## config.mk

```make
export PLATFORM = sky130hd
export DESIGN_NAME = apf_ctrl
export DESIGN_NICKNAME = d
export VERILOG_FILES = /design/src/rtl/apf_pkg.sv /design/src/rtl/apf_ctrl.sv
export SDC_FILE = /design/constraint.sdc
export NUM_CORES = 1
export LEC_CHECK = 0
export BUFFER_PORTS_ARGS = -buffer_cell sky130_fd_sc_hd__buf_4
export CORE_MARGIN = 2
export CORE_UTILIZATION = 49
export DETAILED_ROUTE_END_ITERATION = 8
export GPL_ROUTABILITY_DRIVEN = 0
export HOLD_SLACK_MARGIN = 0.02
export PLACE_DENSITY = 0.76
export SKIP_LAST_GASP = 1
export SLEW_MARGIN = 10
export SYNTH_ARGS = -nofsm -noshare
export SYNTH_HDL_FRONTEND = slang
export SYNTH_SLANG_ARGS = --single-unit
```

## constraint.sdc

```tcl
create_clock -name clk -period 2.4 [get_ports clk]
set_clock_uncertainty 0.2 [all_clocks]
set_input_delay 0.48 -clock clk [delete_from_list [all_inputs] [get_ports clk]]
set_output_delay 0.48 -clock clk [all_outputs]
set_load 0.01 [all_outputs]
```

## src/rtl/apf_pkg.sv

```systemverilog
// Shared types and codes for the articulation point finder.
package apf_pkg;

  localparam int FW = 11;

  localparam logic [1:0] OP_ADD  = 2'd0;
  localparam logic [1:0] OP_RUN  = 2'd1;
  localparam logic [1:0] OP_QRY  = 2'd2;
  localparam logic [1:0] OP_NONE = 2'd3;

  localparam logic [1:0] ST_OK   = 2'd0;
  localparam logic [1:0] ST_FULL = 2'd1;
  localparam logic [1:0] ST_SELF = 2'd2;

  typedef enum logic [4:0] {
    S_INIT,
    S_IDLE,
    S_ADD0,
    S_ADD1,
    S_ADD2,
    S_CLR,
    S_ROOT_RD,
    S_ROOT_CHK,
    S_LOADH,
    S_STEP,
    S_E2,
    S_E3,
    S_POP1,
    S_POP2,
    S_CNT_RD,
    S_CNT_ACC,
    S_QRY0,
    S_QRY1,
    S_RESP
  } state_t;

  typedef struct packed {
    state_t state;
    logic   accept;
    logic   load_out;
  } cmd_t;

  typedef struct packed {
    logic sweep_last;
    logic past_n;
    logic add_ok;
    logic vis;
    logic e_zero;
    logic sp_one;
    logic v_par;
    logic out_free;
  } sts_t;

endpackage

```

## src/rtl/apf_ctrl.sv

```systemverilog
// Controller state machine that sequences edge loads, the walk, counting and queries.
module apf_ctrl (
  input  logic                clk,
  input  logic                rst_n,
  input  logic                in_valid,
  input  logic [1:0]          in_operation,
  input  apf_pkg::sts_t       sts,
  output logic                in_ready,
  output apf_pkg::cmd_t       cmd
);

  apf_pkg::state_t state_r, state_nxt;

  always_ff @(posedge clk) begin
    if (!rst_n) begin
      state_r <= apf_pkg::S_INIT;
    end else begin
      state_r <= state_nxt;
    end
  end

  always_comb begin
    state_nxt    = state_r;
    cmd.state    = state_r;
    cmd.accept   = 1'b0;
    cmd.load_out = 1'b0;
    in_ready     = (state_r == apf_pkg::S_IDLE);
    unique case (state_r)
      apf_pkg::S_INIT: begin
        if (sts.sweep_last) state_nxt = apf_pkg::S_IDLE;
      end
      apf_pkg::S_IDLE: begin
        if (in_valid) begin
          cmd.accept = 1'b1;
          unique case (in_operation)
            apf_pkg::OP_ADD: state_nxt = apf_pkg::S_ADD0;
            apf_pkg::OP_RUN: state_nxt = apf_pkg::S_CLR;
            apf_pkg::OP_QRY: state_nxt = apf_pkg::S_QRY0;
            default:         state_nxt = apf_pkg::S_RESP;
          endcase
        end
      end
      apf_pkg::S_ADD0: state_nxt = sts.add_ok ? apf_pkg::S_ADD1 : apf_pkg::S_RESP;
      apf_pkg::S_ADD1: state_nxt = apf_pkg::S_ADD2;
      apf_pkg::S_ADD2: state_nxt = apf_pkg::S_RESP;
      apf_pkg::S_CLR: begin
        if (sts.sweep_last) state_nxt = apf_pkg::S_ROOT_RD;
      end
      apf_pkg::S_ROOT_RD: begin
        state_nxt = sts.past_n ? apf_pkg::S_CNT_RD : apf_pkg::S_ROOT_CHK;
      end
      apf_pkg::S_ROOT_CHK: state_nxt = sts.vis ? apf_pkg::S_ROOT_RD : apf_pkg::S_LOADH;
      apf_pkg::S_LOADH:    state_nxt = apf_pkg::S_STEP;
      apf_pkg::S_STEP: begin
        if (!sts.e_zero) state_nxt = apf_pkg::S_E2;
        else if (sts.sp_one) state_nxt = apf_pkg::S_ROOT_RD;
        else state_nxt = apf_pkg::S_POP1;
      end
      apf_pkg::S_E2:      state_nxt = sts.v_par ? apf_pkg::S_STEP : apf_pkg::S_E3;
      apf_pkg::S_E3:      state_nxt = sts.vis ? apf_pkg::S_STEP : apf_pkg::S_LOADH;
      apf_pkg::S_POP1:    state_nxt = apf_pkg::S_POP2;
      apf_pkg::S_POP2:    state_nxt = apf_pkg::S_STEP;
      apf_pkg::S_CNT_RD:  state_nxt = sts.past_n ? apf_pkg::S_RESP : apf_pkg::S_CNT_ACC;
      apf_pkg::S_CNT_ACC: state_nxt = apf_pkg::S_CNT_RD;
      apf_pkg::S_QRY0:    state_nxt = apf_pkg::S_QRY1;
      apf_pkg::S_QRY1:    state_nxt = apf_pkg::S_RESP;
      apf_pkg::S_RESP: begin
        if (sts.out_free) begin
          cmd.load_out = 1'b1;
          state_nxt    = apf_pkg::S_IDLE;
        end
      end
      default: state_nxt = apf_pkg::S_INIT;
    endcase
  end

  a_accept_idle: assert property (@(posedge clk) disable iff (!rst_n)
    cmd.accept |=> (state_r != apf_pkg::S_IDLE))
    else $error("transaction accepted but controller stayed idle");

  a_load_free: assert property (@(posedge clk) disable iff (!rst_n)
    cmd.load_out |-> sts.out_free)
    else $error("result loaded over an untaken result");

  a_walk_from_idle: assert property (@(posedge clk) disable iff (!rst_n)
    (state_r == apf_pkg::S_CLR) && !$past(state_r == apf_pkg::S_CLR) |->
    $past(state_r == apf_pkg::S_IDLE))
    else $error("clear sweep entered from a busy state");

endmodule

```

Word level (Yosys, flattened, before mapping)

Index checks and enable logic that the tools add are counted.

Div/mod/pow operators: 0
Shifts and indexed selects: 0
Multiply operators: 0
Add/sub/neg operators: 0
Multiplexer cells: 18
$lt $le $gt $ge: 0
Eq/ne operators: 24
Bitwise gates (word level): 0
Reductions and logical operators: 5

Operators with widths:

| cell               | number |
|---|---|
| $pmux 5 s17        | 1 |
| $eq 5x4->1 const B | 8 |
| $mux 5             | 6 |
| $eq 5x3->1 const B | 4 |
| $mux 4             | 4 |
| $eq 5x5->1 const B | 3 |
| $pmux 5 s3         | 1 |
| $eq 5x2->1 const B | 2 |
| $ne 2x2->1 const B | 4 |
| $eq 5x1->1 const B | 1 |
| $logic_not 5->1    | 1 |
| $mux 1             | 5 |
| $reduce_and 4->1   | 1 |
| $reduce_or 2->1    | 2 |
| $eq 2x1->1 const B | 1 |
| $eq 2x2->1 const B | 1 |
| $logic_not 2->1    | 1 |
| $mux 2             | 1 |

Input bits: 13
Bits in read-only memories: 0
RAM bits: 0
Output and inout bits: 8
Word-level logic and storage cells: 48
Latch bits: 0
Register bits: 5
Memories: 0

Longest topological paths before layout

Depth in word-level cells: 4
Depth in mapped cells: 7
Mapped depth without buffers: 7

Worst setup path before layout

OpenSTA, ideal clock, no wires.

Path type: in2reg
From: input in_operation[0]
To: register state_r[1]
Path buffers: 0
Data required time: 2.075 ns
Path slack: 0.476 ns
Arrival time: 1.599 ns
Stages on the path: 7
Library setup time: 0.125 ns
Cell sequence: inv_1 -> ha_1 -> a211oi_1 -> a211oi_1 -> a21oi_1 -> nor2_1 -> o41a_1

Longest elaborated chain between the ends: 4
Elaborated cells on any way between the ends: 6
Classes of those cells: 2 x eq/ne; 3 x mux; 1 x reduce/logical

Ends and longest elaborated chain:

| element                                  | RTL line       | source |
|---|---|---|
| start, declared                          | apf_ctrl.sv:6  | `input logic [1:0] in_operation,` |
| $eq 2x2->1, or another cell as far along | apf_ctrl.sv:35 | `unique case (in_operation)` |
| $pmux 5 s3 *                             | apf_ctrl.sv:35 |  |
| $mux 5 *                                 | apf_ctrl.sv:33 | `if (in_valid) begin` |
| $pmux 5 s17 *                            | apf_ctrl.sv:28 | `unique case (state_r)` |
| end signal, assigned                     | apf_ctrl.sv:16 | `state_r <= apf_pkg::S_INIT;` |
| end signal, assigned                     | apf_ctrl.sv:18 | `state_r <= state_nxt;` |
| end, declared                            | apf_ctrl.sv:12 | `apf_pkg::state_t state_r, state_nxt;` |

Every way passes the cells marked *; elsewhere a longest branch is shown, timed or not. The select of a mux whose other input is x is not followed.
A chain may end at the register's enable or synchronous reset.

==> metrics.txt <==
DRT antenna net count=0; CP cell instances=nand2b_1 > nor4_4 > and2_1 > buf_4; commonest non-fill, non-tap cell in the layout=buf_4; TritonCTS clock tree=yes; Slew Limit Headroom=61.7%; yosys synthesis warning count=0; Power, Total=roughly 0.74 mW; met1 Track Usage GR=31.1%; First-pass DRT Iterations=4; status=finished, final reports clean; hold crit path type=in2reg; commonest non-fill, non-tap cells in the layout=buf_4, a21oi_1, inv_1, nor2_1, nand2b_1; max FFs per register=5; dominant cell type by area after synthesis=dfxtp_1; core footprint=about 0.0013 mm^2; Top Ports=21; met3 usage=3.48%; Worst setup SP type=flop; fin area=891 um^2; setup TNS=0 ps; pwr dens=between 800 and 900 mW/mm^2; WL final=between 1500 and 2000 um; initial antenna violation count=0; wire per inst=13.5 um; slowest cell on the critical path=dfxtp_1; post-CTS setup buffers=0; area grow syn2layout=29.2%; Fmax=0.455 GHz; Least-Margin Pin Slew=573 ps; sequential area share after synthesis=14.5%; clk slew on worst S/H paths=40 ps; synth top area cells=dfxtp_1, a21oi_1, ha_1, nand2b_1, buf_2; vias in the first global route=777; Leakage Power=0.412 nW; clk sink count=5; Crit path max-delay family=simple AND/OR/NAND/NOR gates; largest net degree at the start of global routing=17; global-route wire length before repair=3220 um; die width=41.5 um; largest reg by FF count=state_r; Max-cap violations=0; H-Tree Depth=1; Crit path largest cell delay=roughly 430 ps; Inserted Clock Buffers=3; antenna cells=0; DR vias/cell=5.90; Unique masters post-synth=38; Most Crowded Layer GR=met2; hpwl dp=1440 um; share of cells above drive strength 1=26.7%; post_cts resized=0; predominant post-synthesis flop cell=dfxtp_1; Period minus WS final=2200 ps; Finished Layout Cells=135; CP Class=reg2out; final setup vio count=0; Initial DRC Count=23; final net count=between 100 and 150; Post-Syn Area per Cell=between 7 and 8 um^2; Bufs and invs on worst path=1; synthesized instance count=98; clock buffer depth=2; nature of the critical path endpoint=output pin; via count=796; largest registers=state_r: 5 flops; post-synthesis async set-or-reset flop share=0%; Placed Area=865 um^2; Pins Over Slew Limit=0; Fin Hold WS=280 ps; DR DRC count=0; Mapped Nets=114; Global Route Usage Sum=22.9%; I/O Buffers=20; worst path arrival time=1520 ps; GRT Residual Overflow=0; Crit Path Max Fanout=14; GR Layer Usage met2=35.3%; die area=0.00172 mm^2; RSZ-0062 raised after global routing=no; Final Cycle Share=91.6%; initial core utilization=53.0%; flops & latches, synth=5; Data required, critical path=1720 ps; Post-Syn Area=689 um^2; Die Y=just over 40 um; EDFF count, synth=0; hold_buf cts=0; Root Buffer Master=clkbuf_4; clk_lat worst skew=240 ps; num rows=13; # placed instances=131; Final Hold Viols=0; Synth top area share=approximately 15%; peak supply drop=0.522 mV
==> kinds of logic (layout without fill, tap and decap cells) <==
| family | after synthesis | count (layout) | share of synthesized area [%] |
|---|---|---|---|
| and+or+nand+nor | 38 | 38 | 33.9 |
| AOI/OAI and AO/OA | 36 | 36 | 36.1 |
| buffers and inverters | 16 | 38 | 9.98 |
| DFF | 5 | 5 | 14.5 |
| adders and majority gates | 3 | 3 | 5.45 |
==> layer usage <==
metal  up-vias  share of wire [%]
li1        408                  -
met1       361                 47
met2        23                 46
met3         4                6.2
met4         0                1.2
met5         -                  0
==> Yosys cell counts, types with 2 or more instances <==
cell type / count
o21a_1: 2
dfxtp_1: 5
and2_1: 2
ha_1: 3
a21oi_1: 12
or3_1: 2
a22o_1: 2
nand2b_1: 6
nor2_1: 8
inv_1: 8
a211oi_1: 3
a31oi_1: 2
nand2_1: 4
buf_2: 7
a2bb2oi_1: 2
nor2b_1: 4
o21ai_0: 3
nor3_1: 3
==> path summary, 6_finish.rpt <==
path               from          to  slack (ps)  cells past startpoint
max          state_r[2]      cmd[1]         200                      4
min               rst_n  state_r[3]         280                      2
max reg2reg  state_r[3]  state_r[0]         470                      5
min reg2reg  state_r[0]  state_r[0]         530                      2
==> layout make-up <==
class / count / area [um^2]
clock buffers: 4 / 26.3
fillers: 127 / 410
inverters: 8 / 30.0
multi-input cells: 77 / 520
flip-flops and latches: 5 / 100
well taps: 15 / 18.8
repair buffers: 26 / 195
==> stage by stage <==
step | util [%] | setup slack, ps
floorplan | - | 476
global placement | 66.4 | 318
detailed placement | 66.4 | 294
CTS | 68.5 | 178
global route | 68.5 | 58.5
finish | 68.5 | 202
==> where the power goes <==
group / leakage, nW / switching (mW) / total [mW] / internal [mW]
clock network: 0.0150 / 0.0340 / 0.0968 / 0.0628
logic: 0.356 / 0.258 / 0.497 / 0.239
registers: 0.0408 / 0.0425 / 0.147 / 0.104
Power figures use the tool's default switching activity.
